==> src/hw/rtl/assert_macros.svh <==
// Assertion macros included by the top-level RTL file of the peak period detector.
`ifndef ASSERT_MACROS_SVH
`define ASSERT_MACROS_SVH

// Check a property on every clock edge outside of reset.
`define PPD_ASSERT(lbl, prop, msg) \
  lbl: assert property (@(posedge clk) disable iff (!rst_n) prop) else $error(msg);

// Check a property on every clock edge, reset included.
`define PPD_ASSERT_ALWAYS(lbl, prop, msg) \
  lbl: assert property (@(posedge clk) prop) else $error(msg);

`endif

==> src/hw/rtl/ppd_pkg.sv <==
// Package with widths, codes and types of the peak period detector.
package ppd_pkg;

  localparam int TIME_W  = 32;
  localparam int VALUE_W = 32;
  localparam int COUNT_W = 12;
  localparam int SUM_W   = TIME_W + COUNT_W;
  localparam int ALU_W   = SUM_W + 1;
  localparam int DIV_CNT_W = $clog2(SUM_W + 1);

  // Configuration port.
  localparam int CFG_DATA_W = 32;
  localparam int CFG_ADDR_W = 3;
  localparam int CFG_IDX_W  = CFG_ADDR_W - 2;
  localparam logic [CFG_IDX_W-1:0] REG_PEAK_LIMIT = 1'b0;
  localparam logic [COUNT_W-1:0] PEAK_LIMIT_RST = 12'd64;

  // Sign bit of a sample value, flipped to turn a signed order into an unsigned one.
  localparam logic [VALUE_W-1:0] VALUE_SIGN = {1'b1, {(VALUE_W-1){1'b0}}};

  typedef enum logic [1:0] {
    PH_WAIT = 2'd0,
    PH_RISE = 2'd1,
    PH_FALL = 2'd2
  } phase_t;

  // Request to and response from the shared add/subtract unit.
  typedef struct packed {
    logic [ALU_W-1:0] a;
    logic [ALU_W-1:0] b;
    logic             sub;
  } alu_req_t;

  typedef struct packed {
    logic [ALU_W-1:0] sum;
    logic             neg;
  } alu_rsp_t;

endpackage

==> src/hw/rtl/ppd_in_if.sv <==
// Input channel carrying one timed sample per transaction.
interface ppd_in_if
  import ppd_pkg::*;
();
  logic                      valid;
  logic                      ready;
  logic        [TIME_W-1:0]  sample_time;
  logic signed [VALUE_W-1:0] sample_value;
  logic                      last_sample;

  modport source (output valid, sample_time, sample_value, last_sample, input ready);
  modport sink   (input valid, sample_time, sample_value, last_sample, output ready);
endinterface

==> src/hw/rtl/ppd_out_if.sv <==
// Result channel carrying one period or mean result per transaction.
interface ppd_out_if
  import ppd_pkg::*;
();
  logic               valid;
  logic               ready;
  logic [TIME_W-1:0]  result_value;
  logic               is_mean;
  logic [COUNT_W-1:0] period_count;
  logic               no_periods;
  logic               last;

  modport source (output valid, result_value, is_mean, period_count, no_periods, last,
                  input ready);
  modport sink   (input valid, result_value, is_mean, period_count, no_periods, last,
                  output ready);
endinterface

==> src/hw/rtl/ppd_alu.sv <==
// Shared add/subtract unit used for compares, period, sum and division steps.
module ppd_alu
  import ppd_pkg::*;
(
  input  alu_req_t req,
  output alu_rsp_t rsp
);

  logic [ALU_W-1:0] b_op;

  // Subtraction is addition of the inverted operand plus one.
  assign b_op    = req.sub ? ~req.b : req.b;
  assign rsp.sum = req.a + b_op + {{(ALU_W-1){1'b0}}, req.sub};
  // Operands stay below half the range, so the top bit flags a negative difference.
  assign rsp.neg = rsp.sum[ALU_W-1];

endmodule

==> src/hw/rtl/ppd_seq.sv <==
// Sequencer and state of the peak period detector around the shared unit.
module ppd_seq
  import ppd_pkg::*;
(
  input  logic               clk,
  input  logic               rst_n,
  input  logic [COUNT_W-1:0] peak_limit,
  ppd_in_if.sink             in_chan,
  ppd_out_if.source          out_chan
);

  typedef enum logic [6:0] {
    S_IDLE = 7'b0000001,
    S_CMP  = 7'b0000010,
    S_PER  = 7'b0000100,
    S_SUM  = 7'b0001000,
    S_FIN  = 7'b0010000,
    S_DIV  = 7'b0100000,
    S_MEAN = 7'b1000000
  } state_t;

  state_t state_r, state_nxt;

  // Sample held for the duration of its processing.
  logic [TIME_W-1:0]  t_r;
  logic [VALUE_W-1:0] v_r;
  logic               last_r;

  // Detector state.
  phase_t             phase_r;
  logic [VALUE_W-1:0] level_r;
  logic [TIME_W-1:0]  prev_time_r;
  logic               have_peak_r;
  logic [TIME_W-1:0]  peak_time_r;
  logic [COUNT_W-1:0] pairs_done_r;
  logic [SUM_W-1:0]   period_sum_r;
  logic [COUNT_W-1:0] periods_seen_r;
  logic [TIME_W-1:0]  p_r;

  // Divider state.
  logic [SUM_W-1:0]     quo_r;
  logic [COUNT_W-1:0]   rem_r;
  logic [DIV_CNT_W-1:0] div_cnt_r;

  // Output register.
  logic               out_valid_r;
  logic [TIME_W-1:0]  out_value_r;
  logic               out_mean_r;
  logic [COUNT_W-1:0] out_count_r;
  logic               out_none_r;

  alu_req_t         alu_req;
  alu_rsp_t         alu_rsp;
  logic             out_free;
  logic             limit_ok;
  logic             no_period;
  logic             clear_stream;
  logic             load_out;
  logic [COUNT_W:0] trial;

  ppd_alu u_alu (
    .req (alu_req),
    .rsp (alu_rsp)
  );

  assign out_free  = !out_valid_r || out_chan.ready;
  assign limit_ok  = pairs_done_r < peak_limit;
  assign no_period = periods_seen_r == '0;
  assign trial     = {rem_r, quo_r[SUM_W-1]};

  // The stream ends when its mean result enters the output register.
  assign clear_stream = out_free &&
                        (((state_r == S_FIN) && last_r && no_period) ||
                         (state_r == S_MEAN));

  // A period or a mean result enters the output register.
  assign load_out = ((state_r == S_PER) && out_free) || clear_stream;

  // Operand selection for the shared unit.
  always_comb begin
    alu_req = '0;
    unique case (state_r)
      S_CMP: begin
        alu_req.sub = 1'b1;
        if (phase_r == PH_RISE) begin
          alu_req.a = {{(ALU_W-VALUE_W){1'b0}}, level_r ^ VALUE_SIGN};
          alu_req.b = {{(ALU_W-VALUE_W){1'b0}}, v_r ^ VALUE_SIGN};
        end else begin
          alu_req.a = {{(ALU_W-VALUE_W){1'b0}}, v_r ^ VALUE_SIGN};
          alu_req.b = {{(ALU_W-VALUE_W){1'b0}}, level_r ^ VALUE_SIGN};
        end
      end
      S_PER: begin
        alu_req.sub = 1'b1;
        alu_req.a   = {{(ALU_W-TIME_W){1'b0}}, prev_time_r};
        alu_req.b   = {{(ALU_W-TIME_W){1'b0}}, peak_time_r};
      end
      S_SUM: begin
        alu_req.a = {1'b0, period_sum_r};
        alu_req.b = {{(ALU_W-TIME_W){1'b0}}, p_r};
      end
      S_DIV: begin
        alu_req.sub = 1'b1;
        alu_req.a   = {{(ALU_W-COUNT_W-1){1'b0}}, trial};
        alu_req.b   = {{(ALU_W-COUNT_W){1'b0}}, periods_seen_r};
      end
      default: ;
    endcase
  end

  // Sequencer.
  always_comb begin
    state_nxt = state_r;
    unique case (state_r)
      S_IDLE: if (in_chan.valid) state_nxt = S_CMP;
      S_CMP: begin
        if (phase_r == PH_RISE && limit_ok && !alu_rsp.neg && have_peak_r) begin
          state_nxt = S_PER;
        end else begin
          state_nxt = S_FIN;
        end
      end
      S_PER: if (out_free) state_nxt = S_SUM;
      S_SUM: state_nxt = S_FIN;
      S_FIN: begin
        if (!last_r) begin
          state_nxt = S_IDLE;
        end else if (no_period) begin
          if (out_free) state_nxt = S_IDLE;
        end else begin
          state_nxt = S_DIV;
        end
      end
      S_DIV: if (div_cnt_r == DIV_CNT_W'(1)) state_nxt = S_MEAN;
      S_MEAN: if (out_free) state_nxt = S_IDLE;
      default: state_nxt = S_IDLE;
    endcase
  end

  // Control registers and detector state.
  always_ff @(posedge clk) begin
    if (!rst_n) begin
      state_r        <= S_IDLE;
      phase_r        <= PH_WAIT;
      level_r        <= '0;
      prev_time_r    <= '0;
      have_peak_r    <= 1'b0;
      peak_time_r    <= '0;
      pairs_done_r   <= '0;
      period_sum_r   <= '0;
      periods_seen_r <= '0;
      out_valid_r    <= 1'b0;
    end else begin
      state_r <= state_nxt;
      if (load_out) begin
        out_valid_r <= 1'b1;
      end else if (out_chan.ready) begin
        out_valid_r <= 1'b0;
      end

      unique case (state_r)
        S_CMP: begin
          unique case (phase_r)
            PH_WAIT: begin
              phase_r <= PH_RISE;
              level_r <= '0;
            end
            PH_RISE: begin
              if (limit_ok) begin
                if (alu_rsp.neg) begin
                  level_r <= v_r;
                end else if (!have_peak_r) begin
                  // First peak: no period yet.
                  peak_time_r <= prev_time_r;
                  have_peak_r <= 1'b1;
                  phase_r     <= PH_FALL;
                end
              end
            end
            default: begin
              // Falling: a sample that is not smaller closes one pair.
              if (alu_rsp.neg) begin
                level_r <= v_r;
              end else begin
                if (pairs_done_r != '1) pairs_done_r <= pairs_done_r + 1'b1;
                phase_r <= PH_RISE;
              end
            end
          endcase
        end
        S_PER: begin
          if (out_free) begin
            peak_time_r <= prev_time_r;
            have_peak_r <= 1'b1;
            phase_r     <= PH_FALL;
            if (periods_seen_r != '1) periods_seen_r <= periods_seen_r + 1'b1;
          end
        end
        S_SUM: period_sum_r <= alu_rsp.sum[SUM_W-1:0];
        S_FIN: if (!last_r) prev_time_r <= t_r;
        default: ;
      endcase

      if (clear_stream) begin
        phase_r        <= PH_WAIT;
        level_r        <= '0;
        prev_time_r    <= '0;
        have_peak_r    <= 1'b0;
        peak_time_r    <= '0;
        pairs_done_r   <= '0;
        period_sum_r   <= '0;
        periods_seen_r <= '0;
      end
    end
  end

  // Payload registers: sample latch, divider and result.
  always_ff @(posedge clk) begin
    if (state_r == S_IDLE && in_chan.valid) begin
      t_r    <= in_chan.sample_time;
      v_r    <= in_chan.sample_value;
      last_r <= in_chan.last_sample;
    end

    if (state_r == S_PER && out_free) begin
      p_r         <= alu_rsp.sum[TIME_W-1:0];
      out_value_r <= alu_rsp.sum[TIME_W-1:0];
      out_mean_r  <= 1'b0;
      out_count_r <= '0;
      out_none_r  <= 1'b0;
    end

    // Restoring division of the period sum, one quotient bit a cycle.
    if (state_r == S_FIN) begin
      quo_r     <= period_sum_r;
      rem_r     <= '0;
      div_cnt_r <= DIV_CNT_W'(SUM_W);
    end
    if (state_r == S_DIV) begin
      rem_r     <= alu_rsp.neg ? trial[COUNT_W-1:0] : alu_rsp.sum[COUNT_W-1:0];
      quo_r     <= {quo_r[SUM_W-2:0], !alu_rsp.neg};
      div_cnt_r <= div_cnt_r - 1'b1;
    end

    if (clear_stream) begin
      out_value_r <= (state_r == S_MEAN) ? quo_r[TIME_W-1:0] : '0;
      out_mean_r  <= 1'b1;
      out_count_r <= periods_seen_r;
      out_none_r  <= no_period;
    end
  end

  assign in_chan.ready         = (state_r == S_IDLE);
  assign out_chan.valid        = out_valid_r;
  assign out_chan.result_value = out_value_r;
  assign out_chan.is_mean      = out_mean_r;
  assign out_chan.period_count = out_count_r;
  assign out_chan.no_periods   = out_none_r;
  assign out_chan.last         = out_mean_r;

endmodule

==> src/hw/rtl/peak_period_detector.sv <==
// Top level: peak period detector with its configuration register.
// A sample is accepted, compared and finished, and when it closes a period it is also
// subtracted and accumulated, all through the one shared add/subtract unit.
// A last sample with periods found adds a restoring division and a final state
// to load the mean; a sample with a result to emit waits while the output register is full.
// Synchronous active-low reset clears the detector state, empties the output
// register and sets peak_limit to 64.
module peak_period_detector
  import ppd_pkg::*;
(
  input  logic                  clk,
  input  logic                  rst_n,
  ppd_in_if.sink                in_chan,
  ppd_out_if.source             out_chan,
  input  logic                  psel,
  input  logic                  penable,
  input  logic                  pwrite,
  input  logic [CFG_ADDR_W-1:0] paddr,
  input  logic [CFG_DATA_W-1:0] pwdata,
  output logic [CFG_DATA_W-1:0] prdata,
  output logic                  pready
);

  `include "assert_macros.svh"

  logic [COUNT_W-1:0] peak_limit_r;
  logic               hit_limit;

  assign pready    = 1'b1;
  assign hit_limit = paddr[CFG_ADDR_W-1:2] == REG_PEAK_LIMIT;

  // Configuration register write.
  always_ff @(posedge clk) begin
    if (!rst_n) begin
      peak_limit_r <= PEAK_LIMIT_RST;
    end else if (psel && penable && pwrite && pready && hit_limit) begin
      peak_limit_r <= pwdata[COUNT_W-1:0];
    end
  end

  // Register read back.
  assign prdata = hit_limit ? {{(CFG_DATA_W-COUNT_W){1'b0}}, peak_limit_r} : '0;

  ppd_seq u_seq (
    .clk        (clk),
    .rst_n      (rst_n),
    .peak_limit (peak_limit_r),
    .in_chan    (in_chan),
    .out_chan   (out_chan)
  );

  `PPD_ASSERT(a_busy_after_accept, (in_chan.valid && in_chan.ready) |=> !in_chan.ready, "input accepted on consecutive cycles")
  `PPD_ASSERT(a_mean_is_last, out_chan.valid |-> (out_chan.is_mean == out_chan.last), "mean result and last flag disagree")
  `PPD_ASSERT(a_no_periods_form, (out_chan.valid && out_chan.no_periods) |-> (out_chan.is_mean && out_chan.period_count == '0 && out_chan.result_value == '0), "malformed empty mean result")
  `PPD_ASSERT_ALWAYS(a_reset_empty, $past(!rst_n) |-> !out_chan.valid, "result valid right after reset")

endmodule

==> src/flat_wrapper.sv <==
// flat-port wrapper written by rule: the top's interface ports become plain ports
module peak_period_detector_flat import ppd_pkg::*;
  (clk, rst_n, psel, penable, pwrite, paddr, pwdata, prdata, pready, in_chan_valid, in_chan_sample_time, in_chan_sample_value, in_chan_last_sample, in_chan_ready, out_chan_valid, out_chan_result_value, out_chan_is_mean, out_chan_period_count, out_chan_no_periods, out_chan_last, out_chan_ready);
  ppd_in_if in_chan_i ();
  ppd_out_if out_chan_i ();
  input  logic clk;
  input  logic rst_n;
  input  logic psel;
  input  logic penable;
  input  logic pwrite;
  input  logic [CFG_ADDR_W-1:0] paddr;
  input  logic [CFG_DATA_W-1:0] pwdata;
  output logic [CFG_DATA_W-1:0] prdata;
  output logic pready;
  input wire logic [$bits(in_chan_i.valid)-1:0] in_chan_valid;
  input wire logic [$bits(in_chan_i.sample_time)-1:0] in_chan_sample_time;
  input wire logic [$bits(in_chan_i.sample_value)-1:0] in_chan_sample_value;
  input wire logic [$bits(in_chan_i.last_sample)-1:0] in_chan_last_sample;
  output wire logic [$bits(in_chan_i.ready)-1:0] in_chan_ready;
  output wire logic [$bits(out_chan_i.valid)-1:0] out_chan_valid;
  output wire logic [$bits(out_chan_i.result_value)-1:0] out_chan_result_value;
  output wire logic [$bits(out_chan_i.is_mean)-1:0] out_chan_is_mean;
  output wire logic [$bits(out_chan_i.period_count)-1:0] out_chan_period_count;
  output wire logic [$bits(out_chan_i.no_periods)-1:0] out_chan_no_periods;
  output wire logic [$bits(out_chan_i.last)-1:0] out_chan_last;
  input wire logic [$bits(out_chan_i.ready)-1:0] out_chan_ready;
  assign in_chan_i.valid = in_chan_valid;
  assign in_chan_i.sample_time = in_chan_sample_time;
  assign in_chan_i.sample_value = in_chan_sample_value;
  assign in_chan_i.last_sample = in_chan_last_sample;
  assign in_chan_ready = in_chan_i.ready;
  assign out_chan_valid = out_chan_i.valid;
  assign out_chan_result_value = out_chan_i.result_value;
  assign out_chan_is_mean = out_chan_i.is_mean;
  assign out_chan_period_count = out_chan_i.period_count;
  assign out_chan_no_periods = out_chan_i.no_periods;
  assign out_chan_last = out_chan_i.last;
  assign out_chan_i.ready = out_chan_ready;
  peak_period_detector u_core (.clk(clk), .rst_n(rst_n), .in_chan(in_chan_i), .out_chan(out_chan_i), .psel(psel), .penable(penable), .pwrite(pwrite), .paddr(paddr), .pwdata(pwdata), .prdata(prdata), .pready(pready));
endmodule
==> config.mk <==
export PLATFORM = sky130hd
export DESIGN_NAME = peak_period_detector_flat
export DESIGN_NICKNAME = d
export VERILOG_FILES = /design/src/hw/rtl/ppd_pkg.sv /design/src/hw/rtl/ppd_in_if.sv /design/src/hw/rtl/ppd_out_if.sv /design/src/hw/rtl/ppd_alu.sv /design/src/hw/rtl/ppd_seq.sv /design/src/hw/rtl/peak_period_detector.sv /design/src/flat_wrapper.sv
export VERILOG_INCLUDE_DIRS = /design/src /design/src/hw/rtl
export SDC_FILE = /design/constraint.sdc
export NUM_CORES = 1
export LEC_CHECK = 0
export BUFFER_PORTS_ARGS = -buffer_cell sky130_fd_sc_hd__buf_2
export CAP_MARGIN = 20
export CELL_PAD_IN_SITES_DETAIL_PLACEMENT = 0
export CELL_PAD_IN_SITES_GLOBAL_PLACEMENT = 1
export CORE_UTILIZATION = 46
export CTS_CLUSTER_SIZE = 30
export DETAILED_ROUTE_END_ITERATION = 8
export HOLD_SLACK_MARGIN = 0.02
export PLACE_DENSITY_LB_ADDON = 0.1
export SLEW_MARGIN = 20
export SYNTH_ARGS = -nofsm -noshare
export SYNTH_HDL_FRONTEND = slang
export SYNTH_SLANG_ARGS = --single-unit
==> constraint.sdc <==
create_clock -name clk -period 6.15 [get_ports clk]
set_input_delay 0 -clock clk [delete_from_list [all_inputs] [get_ports clk]]
set_output_delay 0 -clock clk [all_outputs]
set_load 0.05 [all_outputs]
== Word-level counts from Yosys, hierarchy flattened ==
Index checks and enable logic that the tools add are counted.
Operators by class
  add/sub/neg operators: 5
  order comparisons: 1
  bitwise logic cells: 8
  muxes and demuxes: 50
  equality and inequality tests: 23
  reduce and logical (&&, ||, !) cells: 33
Operator list (number)
  $pmux W90 S4: 1
  $mux W32: 10
  $pmux W32 S2: 2
  $mux W44: 2
  $mux W77: 1
  $mux W12: 6
  $pmux W7 S7: 1
  $add A45 B1 Y45: 1
  $add A45 B45 Y45: 1
  $mux W45: 1
  $not A45 Y45: 1
  $mux W7: 6
  $add A12 B1 Y12 const B: 2
  $ne A12 B12 Y1 const B: 2
  $ne A2 B2 Y1 const B: 8
  $logic_not A12 Y1: 1
  $lt A12 B12 Y1: 1
  $mux W6: 2
  $ne A3 B3 Y1 const B: 4
  $reduce_and A6 Y1: 2
  $logic_and A1 B1 Y1: 11
  $mux W2: 5
  $mux W1: 9
  $pmux W2 S2: 2
  other kinds (23): 38
Word-level totals
  output and inout port bits: 82
  logic and storage cells: 142
  flip-flop bits (word level): 392
  bits of input ports: 107

== Depth between registers and ports, before layout ==
Gate-level depths: netlist of run 1.
  depth in word-level cells: 12
  gate-level depth with buffers: 24
  mapped depth without buffers: 18

== Hierarchy ==
From an unflattened synthesis of run 1, not the netlist that was laid out.
Unflattened totals
  cell total of the unflattened synthesis: 2216
  area, all modules: 20159.3 um^2
Modules (own cells, without submodules)
  ppd_seq: times used 1, cells an instance 1689, area each 16374.5 um^2
  ppd_alu: times used 1, cells an instance 438, area each 3037.9 um^2
  peak_period_detector: times used 1, cells an instance 89, area each 747.0 um^2

== Worst setup path before layout of run 1 ==
OpenSTA, ideal clock, no wires.
  path type: reg-to-reg
  start: reg u_core.u_seq.state_r[1]
  end: reg u_core.u_seq.div_cnt_r[0] (enable)
  buffers on the path: 0
  cell stages (with the launch flop): 4
  period minus slack after synthesis: 5.392 ns
  setup slack: 0.758 ns
  library setup time: 0.559 ns
  arrival: 4.834 ns
  cell sequence: dfxtp_1 > nor2_1 > nand2_1 > nor3_1
Between the ends
  longest elaborated chain between the ends: 2
  elaborated cells between the ends (all ways): 3
  classes of those cells: eq/ne: 2; reduce/logical: 1
RTL lines
  start: declaration: line ppd_seq.sv:22  | state_t state_r, state_nxt;
  start signal: assignment: line ppd_seq.sv:154  | state_r <= state_nxt;
  $eq A7 B5 Y1 or $eq A7 B6 Y1 (tied branches): line ppd_seq.sv:234, ppd_seq.sv:239
  $reduce_bool A2 Y1 (no line) *
  end signal: assignment: line ppd_seq.sv:237  | div_cnt_r <= DIV_CNT_W'(SUM_W);
  end signal: assignment: line ppd_seq.sv:242  | div_cnt_r <= div_cnt_r - 1'b1;
  end: declaration: line ppd_seq.sv:43  | logic [DIV_CNT_W-1:0] div_cnt_r;
Every way passes the cells marked *; elsewhere a longest branch is shown, timed or not.
A chain may end at the register's enable or synchronous reset.

== Worst setup path in the final report of run 1 ==
  start: reg u_core.u_seq.state_r[4]
  end: reg u_core.u_seq.peak_time_r[10]
Between the ends
  longest elaborated chain between the ends: 8
  elaborated cells between the ends (all ways): 26
  classes of those cells: add/sub: 2; eq/ne: 11; mux: 4; bitwise: 1; reduce/logical: 8
RTL lines
  $eq A7 B6 Y1 (tied with other cells): line ppd_seq.sv:82  | unique case (state_r)
  $pmux W90 S4 or $reduce_or A3 Y1 (tied branches)
  $not A45 Y45 or $mux W1 (tied branches): line ppd_alu.sv:12, ppd_seq.sv:82
  $mux W45: line ppd_alu.sv:12  | assign b_op = req.sub ? ~req.b : req.b;
  $add A45 B45 Y45: line ppd_alu.sv:13  | assign rsp.sum = req.a + b_op + {{(ALU_W-1){1'b0}}, req.sub};
  $add A45 B1 Y45: line ppd_alu.sv:13
  $ne A2 B2 Y1 (no line)
  $reduce_and A6 Y1 (no line)
  end signal: assignment: line ppd_seq.sv:174  | peak_time_r <= prev_time_r;
  end signal: assignment: line ppd_seq.sv:193  | peak_time_r <= prev_time_r;
  end: declaration: line ppd_seq.sv:34  | logic [TIME_W-1:0] peak_time_r;
Several ways; a longest one is shown, not always the timed one.

==> flow_metrics.tcl, run 1 <==
set metrics [dict create \
    rows 74 \
    path_cells "nor3_2 > nand4_2 > buf_12 > a21oi_1 > a221o_1 > o21ai_0 > ha_1 > o21ai_0 > a221o_1 > a211oi_1 > o21ai_2 > a31oi_1 > a211o_1 > and3_1 > o21ai_1 > a21oi_4 > buf_4 > nand3_1 > o21ai_0" \
    hold_class "in -> reg" \
    crit_family "compound AO/OA/AOI/OAI gates" \
    antennaDiodeCount 0 \
    cts_max_path_buffers 3 \
    synth_ff_type "edfxtp_1" \
    grt_use_total_pct 26.39 \
    setup_viol 0 \
    met2_usage_pct 38.64 \
    drc 0 \
    synth-warning-count 0 \
    clockRootBuffer "clkbuf_16" \
    vias_per_cell 5.651 \
    fin_util_pct 55.82 \
    crit_path_max_fanout 46 \
    status "finished, final reports clean" \
    p_leak_uw 0.008790 \
    holdWs_ps 119.9 \
    timing.fmax_mhz 174.6 \
    crit_arrival_ps 6210 \
    gr-usage-met3_pct 5.118 \
    powerDensity_nw_per_um2 278.1 \
    fin_crit_sh_pct 93.12 \
    wl_per_cell_um 19.68 \
    drv_cap 0 \
    dieArea_um2 42830 \
    max-slew-margin-rel_pct 27.36 \
    overflow 0 \
    routed_wl_mm 56.37 \
    drtPass1Iterations 8 \
    avgSynthCellArea_um2 9.149 \
    clock_latency_ps 580 \
    synthArstFlopShare_pct 0 \
    skew_ps 28.09 \
    grt_max_degree 75 \
    use_met1_pct 39.75 \
    h-tree-depth 2 \
    synth_seq_area_share_pct 51.18 \
    rsz0062_at_grt "no" \
    slew_violations 0 \
    die_h_um 207.0 \
    syn-cell-area_um2 19320 \
    post_dp_cell_area_um2 20490 \
    area_growth_pct 18.75 \
    netlist_instances 2112 \
    fin_crit_ps 5727 \
    die_x_um 207.0 \
    cpMostUsedCell "o21ai_0" \
    synth_seq_cells 392 \
    ys_types 71 \
    io_buffers 145 \
    power_uw 6380 \
    postLayoutCellArea_um2 22950 \
    hold_viol_final 0 \
    detailed_place_hpwl_mm 38.36 \
    drive_gt1_share_pct 11.88 \
    nets 2466 \
    cts_buffers 43 \
    synth_edf_count 204 \
    critical_path_class "reg -> reg" \
    required_ps 6630 \
    vias 16185 \
    path_clk_slew_ps 60 \
    ir_worst_vdd_uv 238.0 \
    grt_pass1_wl_mm 85.78 \
    drt_iter0_markers 1478 \
    crit_path_start_kind "register" \
    ios 189 \
    grt_pass1_vias 14499 \
    core-area_um2 41110 \
    layout_commonest_cell "nand2_1" \
    final_cell_mix "nand2_1 (507), edfxtp_1 (204), dfxtp_1 (188)" \
    place_congestion 0.9277 \
    final_antenna_net_count 0 \
    cp_num_buf_inv 2 \
    initial_utilization_pct 47.00 \
    cts_tree "built" \
    critPathMaxStageDelay_ps 510 \
    tns_ps 0 \
    end_kind "register" \
    max_slew.worst_pin.slew_ps 1087 \
    cts.sinks 392 \
    grt_antenna_before_repair 2 \
    cp_slowest_cell "nand4_2" \
    top_usage_layer "met1" \
]
[worst reg2reg max path, cell delays in order, from the launching register on]
cell and delay, ps:
dfxtp_1 380, nor3_2 420, nand4_2 510, buf_12 360
a21oi_1 390, a221o_1 190, o21ai_0 90, ha_1 430
o21ai_0 160, a221o_1 380, a211oi_1 260, o21ai_2 130
a31oi_1 140, a211o_1 250, and3_1 420, o21ai_1 210
a21oi_4 200, buf_4 420, nand3_1 160, o21ai_0 130
[cells by family (layout without fill, tap and decap cells)]
group	count (synthesis)	after routing	synth area share [%]
AND/OR/NAND/NOR	849	849	19.04
buffers and inverters	186	387	4.177
AO/OA/AOI/OAI	535	535	17.47
other	2	21	0.03887
multiplexers	28	28	1.451
adder cells (fa/ha/maj)	60	60	3.924
flip-flops	392	392	51.18
XOR/XNOR	60	60	2.720
[state kept, by name, indices dropped and copies added (netlist names), 2 cells and up]
signal,cells
u_core.u_seq.out_chan.period_count,12
u_core.u_seq.out_chan.result_value,32
u_core.u_seq.pairs_done_r,12
u_core.u_seq.peak_time_r,32
u_core.u_seq.quo_r,44
u_core.u_seq.periods_seen_r,12
u_core.u_seq.state_r,7
u_core.u_seq.v_r,32
u_core.u_seq.phase_r,2
u_core.u_seq.prev_time_r,32
u_core.u_seq.div_cnt_r,6
u_core.u_seq.level_r,32
u_core.u_seq.t_r,32
u_core.u_seq.p_r,32
u_core.u_seq.period_sum_r,44
u_core.peak_limit_r,12
u_core.u_seq.rem_r,12
[cell usage after synthesis, types with 3 or more instances]
cell      count  area share [%]
nand2_1     509             9.9
edfxtp_1    204              32
dfxtp_1     188              19
a21oi_1     161             4.2
o21ai_0     140             3.6
nor2_1      100             1.9
clkbuf_1     96             1.9
nand3_1      92             2.4
ha_1         59             3.8
o21ai_1      40             1.0
inv_1        36            0.70
xnor2_1      35             1.6
a221o_1      31             1.6
a22o_1       31             1.4
a21o_1       28             1.1
mux2i_1      28             1.5
nor3_1       26            0.67
and2_1       25            0.81
xor2_1       25             1.1
buf_4        24            0.93
and3_1       22            0.71
nor2b_1      18            0.58
nand4_1      16            0.52
buf_1        15            0.29
buf_2        14            0.36
a211oi_1     12            0.47
a21boi_0     12            0.47
or3_1        12            0.39
a31oi_1      11            0.36
a221oi_1     10            0.45
nand2b_1     10            0.32
a222oi_1      9            0.47
o21bai_1      9            0.35
and4_1        5            0.23
a211o_1       4            0.18
a22oi_1       4            0.16
a41oi_1       4            0.18
nor4_1        4            0.13
o211ai_1      4            0.16
o21a_1        3            0.12
[power breakdown]
| part | leakage (µW) | total [µW] | switching, µW | internal, µW |
|---|---|---|---|---|
| Combinational | 0.00459 | 681 | 457 | 224 |
| Clock | 0.000745 | 2800 | 1090 | 1710 |
| Sequential | 0.00345 | 2900 | 50.8 | 2850 |
| Total | 0.00879 | 6380 | 1600 | 4780 |
[repair_timing]
action / in CTS / in global routing
hold endpoints to repair: 85 / 0
hold buffers: 93 / 0
gates resized for setup: 0 / 0
buffers inserted: 0 / 0
[routing by layer]
| metal | wire length, µm | vias to the layer above |
|---|---|---|
| li1 | - | 7858 |
| met1 | 26380 | 7702 |
| met2 | 24190 | 557 |
| met3 | 4693 | 66 |
| met4 | 1089 | 2 |
| met5 | 13 | - |
[per-stage QoR]
step,cells,worst slack (ps)
floorplan,2131,757.5
global placement,2693,741.9
detailed placement,2693,567.9
CTS,2864,537.4
global route,2864,42.83
finish,2864,423.1
[worst paths after layout]
check,startpoint,to,slack [ps],depth (start not counted)
setup / recovery,u_core.u_seq.state_r[4]$_SDFFE_PN0P_,u_core.u_seq.peak_time_r[10]$_SDFFE_PP0P_,420,19
hold / removal,in_chan_sample_time[15],u_core.u_seq.t_r[15]$_DFFE_PP_,120,2
setup reg to reg,u_core.u_seq.state_r[4]$_SDFFE_PN0P_,u_core.u_seq.peak_time_r[10]$_SDFFE_PP0P_,420,19
hold reg to reg,u_core.u_seq.peak_time_r[20]$_SDFFE_PP0P_,u_core.u_seq.peak_time_r[20]$_SDFFE_PP0P_,460,2
[final cells by class]
type	instances	area (µm²)
clock buffers	54	1190
clock inverters	24	331.6
fillers	3758	18160
inverters	36	135.1
multi-input cells	1553	8777
flip-flops and latches	392	9889
well taps	532	665.6
repair buffers	273	1957
No activity file was read; power rests on OpenSTA's default activity.
==> inputs of run 2 (changes only) <==
--- a/config.mk
+++ b/config.mk
@@ -15,6 +15,7 @@
 export DETAILED_ROUTE_END_ITERATION = 8
 export HOLD_SLACK_MARGIN = 0.02
 export PLACE_DENSITY_LB_ADDON = 0.1
+export REMOVE_ABC_BUFFERS = 1
 export SLEW_MARGIN = 20
 export SYNTH_ARGS = -nofsm -noshare
 export SYNTH_HDL_FRONTEND = slang
==> run 2 against run 1 <==
Net effect: register-to-register slack better by 90 ps; critical path depth increased by 1; sequential share of layout area up 0.11 points; clock-buffer cell count up 7; hold slack improved by 10 ps; design area is 0.25% lower; utilization down 0.14 points; worst setup slack better by 92 ps; sequential power about the same; critical endpoint is now u_core.u_seq.level_r[13]$_SDFFE_PP0P_.
==> flow_metrics.tcl, run 2 (same netlist as run 1, synthesis figures left out) <==
set metrics [dict create \
    path_clk_slew_ps 60 \
    path_cells "nor4_1 > buf_4 > and3_2 > buf_4 > a222oi_1 > o211ai_1 > and2_1 > fa_1 > a21o_1 > a221oi_2 > a21oi_2 > o21ai_2 > a31oi_1 > a211o_1 > and3_1 > a211o_1 > a21oi_4 > buf_12 > nand3_1 > o21ai_1" \
    p_leak_uw 0.008774 \
    powerDensity_nw_per_um2 268.9 \
    initial_utilization_pct 47.00 \
    drv_cap 0 \
    die_h_um 207.0 \
    cp_slowest_cell "dfxtp_1" \
    slew_violations 0 \
    cts_buffers 44 \
    critical_path_class "reg -> reg" \
    critPathMaxStageDelay_ps 490 \
    io_buffers 145 \
    nFillCells 3742 \
    max-slew-margin-rel_pct 31.07 \
    reg.largest.list "u_core.u_seq.period_sum_r: 44 flops, u_core.u_seq.quo_r: 44 flops" \
    max_slew.worst_pin.slew_ps 1034 \
    crit_arrival_ps 6140 \
    cts_tree "built" \
    h-tree-depth 2 \
    grt_pass1_vias 15526 \
    crit_path_start_kind "register" \
    skew_ps 26.91 \
    grt_antenna_before_repair 0 \
    dieArea_um2 42830 \
    crit_path_max_fanout 64 \
    timing.fmax_mhz 177.5 \
    routed_wl_mm 54.90 \
    crit_family "compound AO/OA/AOI/OAI gates" \
    wl_per_cell_um 19.09 \
    final_cell_mix "nand2_1 (507), edfxtp_1 (204), dfxtp_1 (188)" \
    layout_commonest_cell "nand2_1" \
    hold_class "in -> reg" \
    place_congestion 0.8578 \
    clockRootBuffer "clkbuf_16" \
    fin_crit_sh_pct 91.62 \
    end_kind "register" \
    hold_viol_final 0 \
    clock_latency_ps 580 \
    required_ps 6660 \
    setup_viol 0 \
    post-cts-setup-buffers 0 \
    grt_pass1_wl_mm 85.86 \
    cp_num_buf_inv 3 \
    drive_gt1_share_pct 11.90 \
    antennaDiodeCount 0 \
    status "finished, final reports clean" \
    overflow 0 \
    nets 2475 \
    die_x_um 207.0 \
    cts_max_path_buffers 3 \
    cts.sinks 392 \
    drt_iter0_markers 1328 \
    post_dp_cell_area_um2 20570 \
    drtPass1Iterations 7 \
    vias_per_cell 5.660 \
    grt_max_degree 71 \
    drc 0 \
    ir_worst_vdd_uv 232.8 \
    rows 74 \
    postLayoutCellArea_um2 22890 \
    core-area_um2 41110 \
    area_growth_pct 18.46 \
    ios 189 \
    detailed_place_hpwl_mm 34.78 \
    fin_crit_ps 5635 \
    rsz0062_at_grt "no" \
    fin_util_pct 55.68 \
    vias 16277 \
    final_antenna_net_count 0 \
    grt_use_total_pct 25.82 \
]
run 2: cell count changes in the layout (fill, tap and decap cells not counted), moves of 3 or more:
cell       delta
buf_4         +8
clkbuf_1      +8
bufinv_16     -5
clkinv_1      +3
run 2: worst paths after layout:
| check | from | end | slack, ps | cells after the start |
|---|---|---|---|---|
| max | u_core.u_seq.state_r[1]$_SDFFE_PN0P_ | u_core.u_seq.level_r[13]$_SDFFE_PP0P_ | 520 | 20 |
| min | in_chan_sample_time[15] | u_core.u_seq.t_r[15]$_DFFE_PP_ | 130 | 2 |
| max reg2reg | u_core.u_seq.state_r[1]$_SDFFE_PN0P_ | u_core.u_seq.level_r[13]$_SDFFE_PP0P_ | 520 | 20 |
| min reg2reg | u_core.u_seq.out_chan.is_mean$_SDFFE_PP1P_ | u_core.u_seq.out_chan.is_mean$_SDFFE_PP1P_ | 450 | 2 |
run 2: what timing repair did:
item | in CTS | in global routing
endpoints found under the setup margin | 0 | 0
endpoints found under the hold margin | 85 | 0
resized for setup | 0 | 0
hold buffers | 93 | 0
run 2: through the flow:
step           power, µW  std cells  hold WS, ps  worst slack, ps  setup TNS, ps
2_1_floorplan       3355       1981        61.94            -1438         -69220
3_3_place_gp        3579       2701        176.4            771.7              0
3_5_place_dp        3590       2701        178.1            548.6              0
4_1_cts             6208       2876        103.5            524.3              0
5_1_grt             6372       2876        129.6            216.0              0
6_report            6155       2876        130.1            515.4              0
run 2: cell type report:
| type | count | area (µm²) | area share (%) |
|---|---|---|---|
| Inverter | 36 | 135.1 | 0.5904 |
| Timing Repair Buffer | 281 | 2017 | 8.812 |
| Multi-Input combinational cell | 1553 | 8791 | 38.41 |
| Clock buffer | 61 | 1206 | 5.269 |
| Clock inverter | 21 | 185.2 | 0.8090 |
| Sequential cell | 392 | 9889 | 43.21 |
| Tap cell | 532 | 665.6 | 2.908 |
run 2: routing by layer:
metal / share of wire, % / vias up / global-route usage (%)
met5: 0 / - / 0
met4: 2.1 / 0 / 7.873
met3: 5.2 / 72 / 3.328
met2: 47 / 452 / 42.04
met1: 46 / 7879 / 35.74
li1: - / 7874 / -
run 2: worst reg2reg max path: stages, from the launching register on:
cell and delay, ps:
dfxtp_1 490, nor4_1 100, buf_4 160, and3_2 380, buf_4 260, a222oi_1 370, o211ai_1 260, and2_1 240
fa_1 410, a21o_1 210, a221oi_2 390, a21oi_2 190, o21ai_2 270, a31oi_1 150, a211o_1 380, and3_1 230
a211o_1 320, a21oi_4 170, buf_12 310, nand3_1 170, o21ai_1 120
run 2: power by group:
group / internal (µW) / leakage, µW / switching (µW)
clock network: 1500 / 0.000680 / 1070
logic: 227 / 0.00464 / 459
registers: 2850 / 0.00345 / 46.2
==> inputs of run 3 (changes only) <==
==> constraint.sdc (replaced) <==
create_clock -name clk -period 5.49 [get_ports clk]
set_input_delay 0 -clock clk [delete_from_list [all_inputs] [get_ports clk]]
set_output_delay 0 -clock clk [all_outputs]
set_load 0.05 [all_outputs]
==> run 3 against run 2 <==
Net effect: clock skew down 11 ps; power is 19% higher; hold slack better by 6.5 ps; sequential share of layout area fell by 0.82 points; sequential power increased by 12%; critical path depth unchanged; the flow now finishes with violations (design-rule violations); global-route usage increased by 0.41 points; largest power group is now the clock network; highest routed layer unchanged; first-iteration DRC count shrank 17%; wire length is 0.16% higher; critical endpoint is now u_core.u_seq.level_r[12]$_SDFFE_PP0P_.
==> flow_metrics.tcl, run 3 (same netlist as run 1, synthesis figures left out) <==
set metrics [dict create \
    nFillCells 3731 \
    grt_use_total_pct 26.23 \
    skew_ps 15.50 \
    clock_latency_ps 580 \
    powerDensity_nw_per_um2 314.5 \
    critical_path_class "reg -> reg" \
    clockRootBuffer "clkbuf_16" \
    cts.sinks 392 \
    p_leak_uw 0.008995 \
    drv_cap 0 \
    required_ps 5990 \
    drive_gt1_share_pct 13.35 \
    path_clk_slew_ps 60 \
    rows 74 \
    detailed_place_hpwl_mm 35.27 \
    final_antenna_net_count 0 \
    core-area_um2 41110 \
    dp_cells 2715 \
    overflow 0 \
    status "complete, but fails checks" \
    grt_pass1_wl_mm 86.91 \
    cts_max_path_buffers 3 \
    area_growth_pct 20.77 \
    end_kind "register" \
    vias_per_cell 5.635 \
    crit_path_max_fanout 36 \
    final_cell_mix "nand2_1 (507), edfxtp_1 (204), dfxtp_1 (188)" \
    ir_worst_vdd_uv 233.9 \
    cts_tree "built" \
    hold_class "in -> reg" \
    drtPass1Iterations 9 \
    nets 2490 \
    grt_max_degree 74 \
    initial_utilization_pct 47.00 \
    cts_buffers 45 \
    grt_pass1_vias 15718 \
    finalNonFillerCells 2892 \
    routed_wl_mm 54.99 \
    antennaDiodeCount 0 \
    dieArea_um2 42830 \
    grt_antenna_before_repair 0 \
    die_x_um 207.0 \
    wl_per_cell_um 19.02 \
    h-tree-depth 2 \
    reg.largest.list "u_core.u_seq.period_sum_r: 44 flops, u_core.u_seq.quo_r: 44 flops" \
    fin_crit_sh_pct 95.51 \
    timing.final.ws_setup_ps 246.5 \
    max-slew-margin-rel_pct 32.37 \
    place_congestion 0.8708 \
    place_ws_ps 340.8 \
    timing.fmax_mhz 190.7 \
    vias 16297 \
    violations "design-rule violations" \
    crit_path_start_kind "register" \
    setup_viol 0 \
    max_slew.worst_pin.slew_ps 1014 \
    drt_iter0_markers 1107 \
    crit_arrival_ps 5750 \
    drc 1 \
    fin_crit_ps 5243 \
    ios 189 \
    layout_commonest_cell "nand2_1" \
    slew_violations 0 \
    die_h_um 207.0 \
    io_buffers 145 \
    hold_viol_final 0 \
    rsz0062_at_grt "no" \
]
-- run 3: changes by cell type in the layout (fill, tap and decap cells not counted), moves of 5 or more --
cell	delta
clkbuf_1	-14
buf_4	+8
clkinv_2	+8
buf_12	+6
clkinv_1	-6
bufinv_16	+5
-- run 3: final cells by class --
cell class | instances | area (µm²) | share of cell area, %
clock buffers | 53 | 1281 | 5.491
clock inverters | 31 | 375.4 | 1.609
inverters | 36 | 135.1 | 0.5791
multi-input cells | 1553 | 8791 | 37.67
flip-flops and latches | 392 | 9889 | 42.38
well taps | 532 | 665.6 | 2.853
repair buffers | 295 | 2197 | 9.416
-- run 3: repair_timing --
item,CTS,global route
buffers inserted,0,0
resized for setup,0,0
hold endpoints to repair,85,0
hold buffers,93,0
-- run 3: report_power, final --
| group | internal (µW) | switching (µW) |
|---|---|---|
| combinational | 260 | 513 |
| sequential | 3190 | 53.4 |
| clock | 2050 | 1270 |
-- run 3: through the flow --
| step | util, % | total power, µW | TNS, ps | area [µm²] | hold WS (ps) |
|---|---|---|---|---|---|
| floorplan | - | 3758 | -134080 | 18720 | 61.94 |
| global placement | 50.47 | 4021 | 0 | 20750 | 176.6 |
| detailed placement | 50.47 | 4030 | 0 | 20750 | 178.1 |
| finish | 56.76 | 7339 | 0 | 23330 | 136.6 |
| CTS | 56.76 | 7398 | 0 | 23330 | 105.7 |
| global route | 56.76 | 7589 | 0 | 23330 | 128.9 |
-- run 3: final timing paths --
kind	start	depth (start not counted)	to	slack, ps
worst min register to register	u_core.u_seq.out_chan.is_mean$_SDFFE_PP1P_	2	u_core.u_seq.out_chan.is_mean$_SDFFE_PP1P_	450
worst max-delay path	u_core.u_seq.state_r[1]$_SDFFE_PN0P_	20	u_core.u_seq.level_r[12]$_SDFFE_PP0P_	250
worst min-delay path	in_chan_sample_time[29]	2	u_core.u_seq.t_r[29]$_DFFE_PP_	140
worst max register to register	u_core.u_seq.state_r[1]$_SDFFE_PN0P_	20	u_core.u_seq.level_r[12]$_SDFFE_PP0P_	250
-- run 3: worst max-delay path: stages, from the launching register on --
cell,delay [ps]
dfxtp_1,480
nor4_1,100
buf_4,160
and3_2,310
buf_12,200
a222oi_1,380
o211ai_1,170
and2_1,200
fa_1,420
a21o_1,210
a221oi_2,360
a21oi_2,150
o21ai_2,290
a31oi_1,160
a211o_1,330
and3_1,200
a211o_1,320
a21oi_4,230
buf_12,250
nand3_1,110
o21ai_1,120
-- run 3: metal layers --
layer  track usage, %  vias up  part of all wire, %
li1                 -     7902                    -
met1            34.94     7841                   45
met2            44.27      470                   47
met3            3.328       84                  5.4
met4            8.133        0                  2.6
met5                0        -                    0
